--- config.mk ---
export PLATFORM = sky130hd
export DESIGN_NAME = timed_actuator_sequencer_with_drive_mix
export DESIGN_NICKNAME = d
export VERILOG_FILES = /design/src/hdl/tasdm_pkg.sv /design/src/hdl/tasdm_mixer.sv /design/src/hdl/timed_actuator_sequencer_with_drive_mix.sv
export SDC_FILE = /design/constraint.sdc
export NUM_CORES = 1
export LEC_CHECK = 0
export BUFFER_PORTS_ARGS = -buffer_cell sky130_fd_sc_hd__buf_4
export CAP_MARGIN = 5
export CORE_MARGIN = 1
export CORE_UTILIZATION = 30
export DETAILED_ROUTE_END_ITERATION = 12
export PLACE_DENSITY = 0.43
export SLEW_MARGIN = 40
export SYNTH_ARGS = -nofsm -noshare
export SYNTH_HDL_FRONTEND = slang
export SYNTH_SLANG_ARGS = --single-unit
--- constraint.sdc ---
create_clock -name clk -period 10.2 [get_ports clk]
set_input_delay 0.51 -clock clk [delete_from_list [all_inputs] [get_ports clk]]
set_output_delay 0.51 -clock clk [all_outputs]
set_load 0.05 [all_outputs]
--- src/hdl/tasdm_pkg.sv ---
// ----------------------------------------------------------------------------
// tasdm_pkg
// Shared types and constants for the timed actuator sequencer and drive mixer.
// ----------------------------------------------------------------------------
package tasdm_pkg;

  localparam int POT_W     = 10;
  localparam int TIME_W    = 32;
  localparam int DUTY_W    = 8;
  localparam int CFG_IDX_W = 2;

  typedef enum logic [2:0] {
    PH_IDLE   = 3'd0,
    PH_WIND   = 3'd1,
    PH_SHUNT  = 3'd2,
    PH_UNWIND = 3'd3,
    PH_PRIMED = 3'd4
  } phase_t;

  typedef logic [1:0] dir_t;

  localparam dir_t DIR_STOP = 2'd0;
  localparam dir_t DIR_FWD  = 2'd1;
  localparam dir_t DIR_REV  = 2'd2;

  typedef logic [CFG_IDX_W-1:0] cfg_idx_t;

  localparam cfg_idx_t REG_WIND   = 2'd0;
  localparam cfg_idx_t REG_SHUNT  = 2'd1;
  localparam cfg_idx_t REG_UNWIND = 2'd2;

  localparam logic [TIME_W-1:0] WIND_RESET   = 32'd24400;
  localparam logic [TIME_W-1:0] SHUNT_RESET  = 32'd1900;
  localparam logic [TIME_W-1:0] UNWIND_RESET = 32'd24200;

  typedef struct packed {
    dir_t              left_dir;
    logic [DUTY_W-1:0] left_duty;
    dir_t              right_dir;
    logic [DUTY_W-1:0] right_duty;
  } drive_t;

endpackage

--- src/hdl/tasdm_mixer.sv ---
// ----------------------------------------------------------------------------
// tasdm_mixer
// Maps two pot readings to signed throttle and turn, mixes them into left and
// right wheel speeds, clamps and splits each into direction and duty.
// ----------------------------------------------------------------------------
module tasdm_mixer #(
  parameter int POT_FULL_SCALE  = 1023,
  parameter int DUTY_FULL_SCALE = 255
) (
  input  logic [tasdm_pkg::POT_W-1:0] throttle_pot,
  input  logic [tasdm_pkg::POT_W-1:0] turn_pot,
  output tasdm_pkg::drive_t           drive
);
  import tasdm_pkg::*;

  localparam int RSH = POT_W + 16;
  localparam longint unsigned MUL_K =
    ((longint'(2 * DUTY_FULL_SCALE) << RSH) + longint'(POT_FULL_SCALE) - 1) /
    longint'(POT_FULL_SCALE);
  localparam int QMAX   = ((2 ** POT_W) - 1) * 2 * DUTY_FULL_SCALE / POT_FULL_SCALE;
  localparam int QW     = (QMAX > 0) ? $clog2(QMAX + 1) : 1;
  localparam int DW     = $clog2(DUTY_FULL_SCALE + 1);
  localparam int BW     = (QW > DW) ? QW : DW;
  localparam int SW     = (BW + 2 > DUTY_W + 1) ? BW + 2 : DUTY_W + 1;
  localparam int PROD_W = RSH + QW;

  localparam logic [PROD_W-1:0]   MUL_K_V = PROD_W'(MUL_K);
  localparam logic signed [SW-1:0] DMAX   = SW'(DUTY_FULL_SCALE);
  localparam logic signed [SW-1:0] DMIN   = -DMAX;

  logic [PROD_W-1:0]    thr_prod;
  logic [PROD_W-1:0]    trn_prod;
  logic [QW-1:0]        thr_q;
  logic [QW-1:0]        trn_q;
  logic signed [SW-1:0] thr_s;
  logic signed [SW-1:0] trn_s;
  logic signed [SW-1:0] left_s;
  logic signed [SW-1:0] right_s;

  function automatic logic signed [SW-1:0] clamp_speed(input logic signed [SW-1:0] s);
    logic signed [SW-1:0] r;
    if (s > DMAX) begin
      r = DMAX;
    end else if (s < DMIN) begin
      r = DMIN;
    end else begin
      r = s;
    end
    return r;
  endfunction

  function automatic dir_t speed_dir(input logic signed [SW-1:0] s);
    dir_t d;
    if (s > 0) begin
      d = DIR_FWD;
    end else if (s < 0) begin
      d = DIR_REV;
    end else begin
      d = DIR_STOP;
    end
    return d;
  endfunction

  function automatic logic [DUTY_W-1:0] speed_duty(input logic signed [SW-1:0] s);
    logic [SW-1:0] mag;
    mag = (s < 0) ? unsigned'(-s) : unsigned'(s);
    return mag[DUTY_W-1:0];
  endfunction

  assign thr_prod = PROD_W'(throttle_pot) * MUL_K_V;
  assign trn_prod = PROD_W'(turn_pot) * MUL_K_V;
  assign thr_q    = thr_prod[PROD_W-1 -: QW];
  assign trn_q    = trn_prod[PROD_W-1 -: QW];
  assign thr_s    = signed'(SW'(thr_q)) - DMAX;
  assign trn_s    = signed'(SW'(trn_q)) - DMAX;
  assign left_s   = clamp_speed(thr_s + trn_s);
  assign right_s  = clamp_speed(thr_s - trn_s);

  always_comb begin
    drive.left_dir   = speed_dir(left_s);
    drive.left_duty  = speed_duty(left_s);
    drive.right_dir  = speed_dir(right_s);
    drive.right_duty = speed_duty(right_s);
  end

endmodule

--- src/hdl/timed_actuator_sequencer_with_drive_mix.sv ---
// ----------------------------------------------------------------------------
// timed_actuator_sequencer_with_drive_mix
// Latch sequencer (idle, wind, shunt, unwind, primed) on millisecond timers,
// with a differential drive mixer active while idle.
// ----------------------------------------------------------------------------
//  channel | direction | handshake        | payload
//  in_     | input     | in_valid/stall   | pots, start, release, time_now
//  out_    | output    | out_valid/stall  | phase, primed, pin levels, drives
//  cfg_    | input     | cfg_valid/ready  | cfg_index, cfg_data (durations)
//
//  Each transaction passes two registers: input register, then result register.
//  A new transaction is taken every cycle unless in_stall is high; the result register holds state.
//  in_stall rises only while a transaction waits and out_stall holds a result.
//  cfg_ready is always high; reset restores the default durations.
// ----------------------------------------------------------------------------
module timed_actuator_sequencer_with_drive_mix #(
  parameter int POT_FULL_SCALE  = 1023,
  parameter int DUTY_FULL_SCALE = 255
) (
  input  logic                                clk,
  input  logic                                rst_n,
  input  logic                                in_valid,
  output logic                                in_stall,
  input  logic [tasdm_pkg::POT_W-1:0]         in_throttle_pot,
  input  logic [tasdm_pkg::POT_W-1:0]         in_turn_pot,
  input  logic                                in_start_button,
  input  logic                                in_release_button,
  input  logic [tasdm_pkg::TIME_W-1:0]        in_time_now,
  output logic                                out_valid,
  input  logic                                out_stall,
  output logic [2:0]                          out_phase_out,
  output logic                                out_primed_out,
  output logic                                out_magnet_on,
  output logic                                out_latch_forward,
  output logic                                out_latch_backward,
  output logic [1:0]                          out_left_direction,
  output logic [tasdm_pkg::DUTY_W-1:0]        out_left_duty,
  output logic [1:0]                          out_right_direction,
  output logic [tasdm_pkg::DUTY_W-1:0]        out_right_duty,
  input  logic                                cfg_valid,
  output logic                                cfg_ready,
  input  logic [tasdm_pkg::CFG_IDX_W-1:0]     cfg_index,
  input  logic [tasdm_pkg::TIME_W-1:0]        cfg_data
);
  import tasdm_pkg::*;

  logic              s1_valid_r;
  logic [POT_W-1:0]  thr_r;
  logic [POT_W-1:0]  trn_r;
  logic              start_r;
  logic              rel_r;
  logic [TIME_W-1:0] now_r;

  logic [TIME_W-1:0] wind_dur_r;
  logic [TIME_W-1:0] shunt_dur_r;
  logic [TIME_W-1:0] unwind_dur_r;

  logic              out_valid_r;
  phase_t            phase_r;
  phase_t            phase_nxt;
  logic [TIME_W-1:0] stage_start_r;
  logic [TIME_W-1:0] stage_start_nxt;
  logic              armed_r;
  logic              armed_nxt;
  logic              magnet_r;
  logic              magnet_nxt;
  logic              latch_fwd_r;
  logic              latch_fwd_nxt;
  logic              latch_bwd_r;
  logic              latch_bwd_nxt;
  drive_t            drive_r;
  drive_t            drive_nxt;
  drive_t            mix_drive;

  logic              in_accept;
  logic              commit;
  logic              go;
  logic              released;
  phase_t            cur_phase;
  logic [TIME_W-1:0] base_time;
  logic [TIME_W-1:0] elapsed;

  assign in_accept = in_valid && !in_stall;
  assign commit    = s1_valid_r && (!out_valid_r || !out_stall);
  assign in_stall  = s1_valid_r && out_valid_r && out_stall;
  assign cfg_ready = 1'b1;

  always_ff @(posedge clk) begin
    if (!rst_n) begin
      s1_valid_r <= 1'b0;
    end else if (in_accept) begin
      s1_valid_r <= 1'b1;
    end else if (commit) begin
      s1_valid_r <= 1'b0;
    end
  end

  always_ff @(posedge clk) begin
    if (in_accept) begin
      thr_r   <= in_throttle_pot;
      trn_r   <= in_turn_pot;
      start_r <= in_start_button;
      rel_r   <= in_release_button;
      now_r   <= in_time_now;
    end
  end

  always_ff @(posedge clk) begin
    if (!rst_n) begin
      wind_dur_r   <= WIND_RESET;
      shunt_dur_r  <= SHUNT_RESET;
      unwind_dur_r <= UNWIND_RESET;
    end else if (cfg_valid && cfg_ready) begin
      unique case (cfg_index)
        REG_WIND:   wind_dur_r   <= cfg_data;
        REG_SHUNT:  shunt_dur_r  <= cfg_data;
        REG_UNWIND: unwind_dur_r <= cfg_data;
        default: ;
      endcase
    end
  end

  tasdm_mixer #(
    .POT_FULL_SCALE  (POT_FULL_SCALE),
    .DUTY_FULL_SCALE (DUTY_FULL_SCALE)
  ) u_mixer (
    .throttle_pot (thr_r),
    .turn_pot     (trn_r),
    .drive        (mix_drive)
  );

  assign go        = start_r && (phase_r == PH_IDLE) && !armed_r;
  assign released  = rel_r && armed_r;
  assign cur_phase = go ? PH_WIND : phase_r;
  assign base_time = go ? now_r : stage_start_r;
  assign elapsed   = now_r - base_time;

  always_comb begin
    phase_nxt       = cur_phase;
    stage_start_nxt = base_time;
    unique case (cur_phase)
      PH_WIND: begin
        if (elapsed >= wind_dur_r) begin
          phase_nxt       = PH_SHUNT;
          stage_start_nxt = now_r;
        end
      end
      PH_SHUNT: begin
        if (elapsed >= shunt_dur_r) begin
          phase_nxt       = PH_UNWIND;
          stage_start_nxt = now_r;
        end
      end
      PH_UNWIND: begin
        if (elapsed >= unwind_dur_r) begin
          phase_nxt = PH_PRIMED;
        end
      end
      PH_PRIMED: phase_nxt = PH_IDLE;
      default:   phase_nxt = PH_IDLE;
    endcase
  end

  always_comb begin
    armed_nxt     = released ? 1'b0 : armed_r;
    magnet_nxt    = released ? 1'b0 : magnet_r;
    latch_fwd_nxt = latch_fwd_r;
    latch_bwd_nxt = latch_bwd_r;
    drive_nxt     = drive_r;
    unique case (cur_phase)
      PH_WIND: begin
        latch_fwd_nxt = 1'b1;
        latch_bwd_nxt = 1'b0;
      end
      PH_SHUNT: begin
        latch_fwd_nxt = 1'b0;
        latch_bwd_nxt = 1'b0;
        magnet_nxt    = 1'b1;
      end
      PH_UNWIND: begin
        latch_fwd_nxt = 1'b0;
        latch_bwd_nxt = 1'b1;
        magnet_nxt    = 1'b1;
        if (elapsed >= unwind_dur_r) begin
          armed_nxt = 1'b1;
        end
      end
      PH_PRIMED: begin
        latch_fwd_nxt = 1'b0;
        latch_bwd_nxt = 1'b0;
        magnet_nxt    = 1'b1;
      end
      default: drive_nxt = mix_drive;
    endcase
  end

  always_ff @(posedge clk) begin
    if (!rst_n) begin
      out_valid_r <= 1'b0;
    end else if (commit) begin
      out_valid_r <= 1'b1;
    end else if (!out_stall) begin
      out_valid_r <= 1'b0;
    end
  end

  always_ff @(posedge clk) begin
    if (!rst_n) begin
      phase_r       <= PH_IDLE;
      stage_start_r <= '0;
      armed_r       <= 1'b0;
      magnet_r      <= 1'b0;
      latch_fwd_r   <= 1'b0;
      latch_bwd_r   <= 1'b0;
      drive_r       <= '{left_dir: DIR_STOP, left_duty: '0, right_dir: DIR_STOP,
                         right_duty: '0};
    end else if (commit) begin
      phase_r       <= phase_nxt;
      stage_start_r <= stage_start_nxt;
      armed_r       <= armed_nxt;
      magnet_r      <= magnet_nxt;
      latch_fwd_r   <= latch_fwd_nxt;
      latch_bwd_r   <= latch_bwd_nxt;
      drive_r       <= drive_nxt;
    end
  end

  assign out_valid           = out_valid_r;
  assign out_phase_out       = phase_r;
  assign out_primed_out      = armed_r;
  assign out_magnet_on       = magnet_r;
  assign out_latch_forward   = latch_fwd_r;
  assign out_latch_backward  = latch_bwd_r;
  assign out_left_direction  = drive_r.left_dir;
  assign out_left_duty       = drive_r.left_duty;
  assign out_right_direction = drive_r.right_dir;
  assign out_right_duty      = drive_r.right_duty;

  a_stall_needs_pending: assert property (@(posedge clk) disable iff (!rst_n)
    in_stall |-> s1_valid_r)
    else $error("input stalled with no pending transaction");

  a_primed_arms: assert property (@(posedge clk) disable iff (!rst_n)
    out_valid_r && phase_r == PH_PRIMED |-> armed_r && magnet_r)
    else $error("primed result without armed latch and magnet");

  a_primed_returns_idle: assert property (@(posedge clk) disable iff (!rst_n)
    commit && phase_r == PH_PRIMED |=> phase_r == PH_IDLE)
    else $error("primed phase did not return to idle");

  a_latch_exclusive: assert property (@(posedge clk) disable iff (!rst_n)
    !(latch_fwd_r && latch_bwd_r))
    else $error("latch motor driven both ways");

endmodule
==> metrics.yaml <==
setup_path:
  r2r-end: "out_right_duty[6]"
  startpoint_type: "register"
  rrSetupSlack_ns: 0.69
  worst_r2r_path_depth: 35
  crit_arrival_ns: 10.01
  worstSetupPathType: "reg2reg"
  startpoint: "trn_r[3]"
  required_ns: 10.70
  path_max_fanout: 6
  cp_slowest_cell: "fa_2"
  cp-end-kind: "register"
  timing.rr.start: "trn_r[3]"
  slowest_delay_ns: 0.68
  worstSetupEndpoint: "out_right_duty[6]"
timing:
  post-route-period-util: 0.9328
  hold_viol_final: 0
  min_period_ns: 9.514
  worst_pin_slew_ns: 0.7894
  fmax_ghz: 0.1051
  fin_worst_skew_ns: 0.02237
  slew_headroom: 0.4737
  report.final.slew_viol_count: 0
  setup_viol: 0
layout:
  layout.cells.non_filler: 3328
  drive_above_1_share: 0.1059
  fill_cells: 6883
  diodes: 0
  area.growth.synth_to_final_pct: 15.72
  nets: 2956
flow_run:
  cap_violations: 0
drt:
  top_layer: "met4"
  drt_pass1_iterations: 5
  vias: 16543
  wl_met1_mm: 26.43
  drc: 0
  avgViaCountPerCell: 4.971
  dr_wl_met3_mm: 2.583
  wl_per_cell_um: 17.79
  antenna_left: 0
  wl_met2_mm: 28.98
  routed_wl_mm: 59.22
  drt_iter0_drc: 857
hold_path:
  min-delay-path-class: "in2reg"
die:
  pin_count: 123
  die_w_um: 262.7
  placeableCoreArea_um2: 67160
  dieArea_um2: 69030
  die_h_um: 262.7
  initial_core_util: 0.3037
  fp-row-count: 95
synth:
  synthCells: 2322
  synth-edff-count: 54
  async_flop_share: 0
  synth_warnings: 0
  syn_nets: 2847
  avgSynthCellArea_um2: 8.783
  ys_ff_latch: 211
  synthFlopType: "dfxtp_1"
  synth.distinct_cells: 78
  syn-cell-area_um2: 20390
  yosysSeqAreaShare: 0.2336
placement:
  placed_cells: 3260
  portBuffers: 121
  place.gp.congestion: 0.8541
  hpwl_mm: 45.80
global_route:
  grt_pass1_vias: 17027
  antenna_found_initial: 1
  gr-usage-all-layers: 0.1712
  grt_max_degree: 72
  overflow: 0
  grt_pass1_wl_mm: 93.76
clock_network:
  cts_tree: "built"
  root_buffer: "clkbuf_16"
  clock_sinks: 211
  path_clk_slew_ns: 0.06
  clk-insertion-delay-late_ns: 0.61
  h-tree-depth: 1
  clock_path_buffers: 3
  cts_hold_buf: 0
  cts_buffers: 31
status:
  status: "completed"
## flip-flops by register name, summed over array words and instances (netlist names)
name and count:
unwind_dur_r 32, out_left_duty 8, out_primed_out 1, out_latch_forward 1
now_r 32, trn_r 10, out_magnet_on 1, rel_r 1
out_right_duty 8, thr_r 10, shunt_dur_r 32, wind_dur_r 32
stage_start_r 32, out_phase_out 3, out_valid 1, s1_valid_r 1
out_latch_backward 1, out_right_direction 2, start_r 1, out_left_direction 2
## through the flow
step                instance area [um^2]  worst slack (ns)  setup TNS [ns]  hold WS (ns)    util
floorplan                          20390            0.8699               0        0.4435       -
global placement                   22300            0.4177               0        0.4548  0.3320
detailed placement                 22330            0.2303               0        0.4543  0.3324
CTS                                23430            0.1925               0       0.02740  0.3488
global route                       23600          -0.05497        -0.07300       0.03976  0.3514
finish                             23600            0.6859               0       0.07224  0.3514
## what timing repair did
action,CTS,global route
buffers inserted,0,11
resized for setup,0,28
endpoints found under the setup margin,0,8
## critical path: cells and delay by family, from the launching register on
family	cells	cell delay, ns
flops	1	0.46
simple gates	10	1.96
compound gates	9	2.00
xor+xnor	2	0.47
buf+inv	5	0.33
fa+ha+maj	9	4.16
## how the worst min path moves through the flow
stage,cells after the start,end,start
after floorplan,2,wind_dur_r[24],wind_dur_r[24]
after global placement,2,unwind_dur_r[8],unwind_dur_r[8]
after detailed placement,2,out_left_duty[5],out_left_duty[5]
after CTS,1,trn_r[5],in_turn_pot[5]
after global routing,1,trn_r[2],in_turn_pot[2]
final,1,trn_r[5],in_turn_pot[5]
## cell usage in the layout (no fill, tap or decap), types with 15 or more instances in the layout
master / Yosys / final
a21boi_0: 89 / 89
a21o_1: 70 / 70
a21oi_1: 116 / 114
and3_1: 50 / 50
buf_4: 1 / 155
clkbuf_16: 0 / 31
dfxtp_1: 157 / 157
edfxtp_1: 54 / 54
fa_1: 135 / 129
ha_1: 297 / 296
inv_1: 347 / 344
mux2i_1: 36 / 36
nand2_1: 261 / 261
nand2b_1: 17 / 17
nand3_1: 54 / 54
nand4_1: 25 / 25
nor2_1: 102 / 101
nor2b_1: 16 / 15
nor3_1: 25 / 23
o211ai_1: 33 / 33
o21ai_0: 50 / 46
o311ai_0: 34 / 32
xnor2_1: 57 / 55
xor2_1: 24 / 24
## metal layers
metal | up-vias | GRT usage
met4 | 0 | 0.04356
met2 | 251 | 0.3010
met5 | - | 0
met1 | 8018 | 0.2168
met3 | 61 | 0.02680
li1 | 8213 | -
## logic make-up after synthesis
group                    count (synthesis)  synth area share
buffers and inverters                  429           0.07920
XOR/XNOR                                81           0.03479
other                                    1         0.0001839
AND/OR/NAND/NOR                        617            0.1424
AO/OA/AOI/OAI                          514            0.1769
multiplexers                            37           0.01822
adder cells (fa/ha/maj)                432            0.3147
flip-flops                             211            0.2336
## layout make-up
| class | count | area (um^2) | share of cell area |
|---|---|---|---|
| Tap cell | 873 | 1092 | 0.04628 |
| Sequential cell | 211 | 4765 | 0.2019 |
| Clock inverter | 16 | 225.2 | 0.009542 |
| Timing Repair Buffer | 157 | 1202 | 0.05095 |
| Inverter | 348 | 1310 | 0.05551 |
| Clock buffer | 41 | 873.3 | 0.03700 |
| Multi-Input combinational cell | 1682 | 14130 | 0.5988 |
## cells in the mapped netlist (all sizes together) (24+ instances only)
master | count | area share
nand2 | 261 | 0.048
o21ai | 57 | 0.014
ha | 297 | 0.18
nand4 | 25 | 0.0077
a21oi | 116 | 0.028
nor2 | 102 | 0.019
nand3 | 54 | 0.013
clkbuf | 77 | 0.014
mux2i | 36 | 0.018
xnor2 | 57 | 0.024
nor3 | 25 | 0.0061
fa | 135 | 0.13
xor2 | 24 | 0.010
o211ai | 33 | 0.012
a21boi | 89 | 0.033
dfxtp | 157 | 0.15
o311ai | 34 | 0.015
a21o | 70 | 0.026
inv | 347 | 0.064
edfxtp | 54 | 0.080
and3 | 50 | 0.015
Power is left out: the tool's default activity adds up to more than one toggle a clock period on the data nets, which glitch-free logic cannot reach.
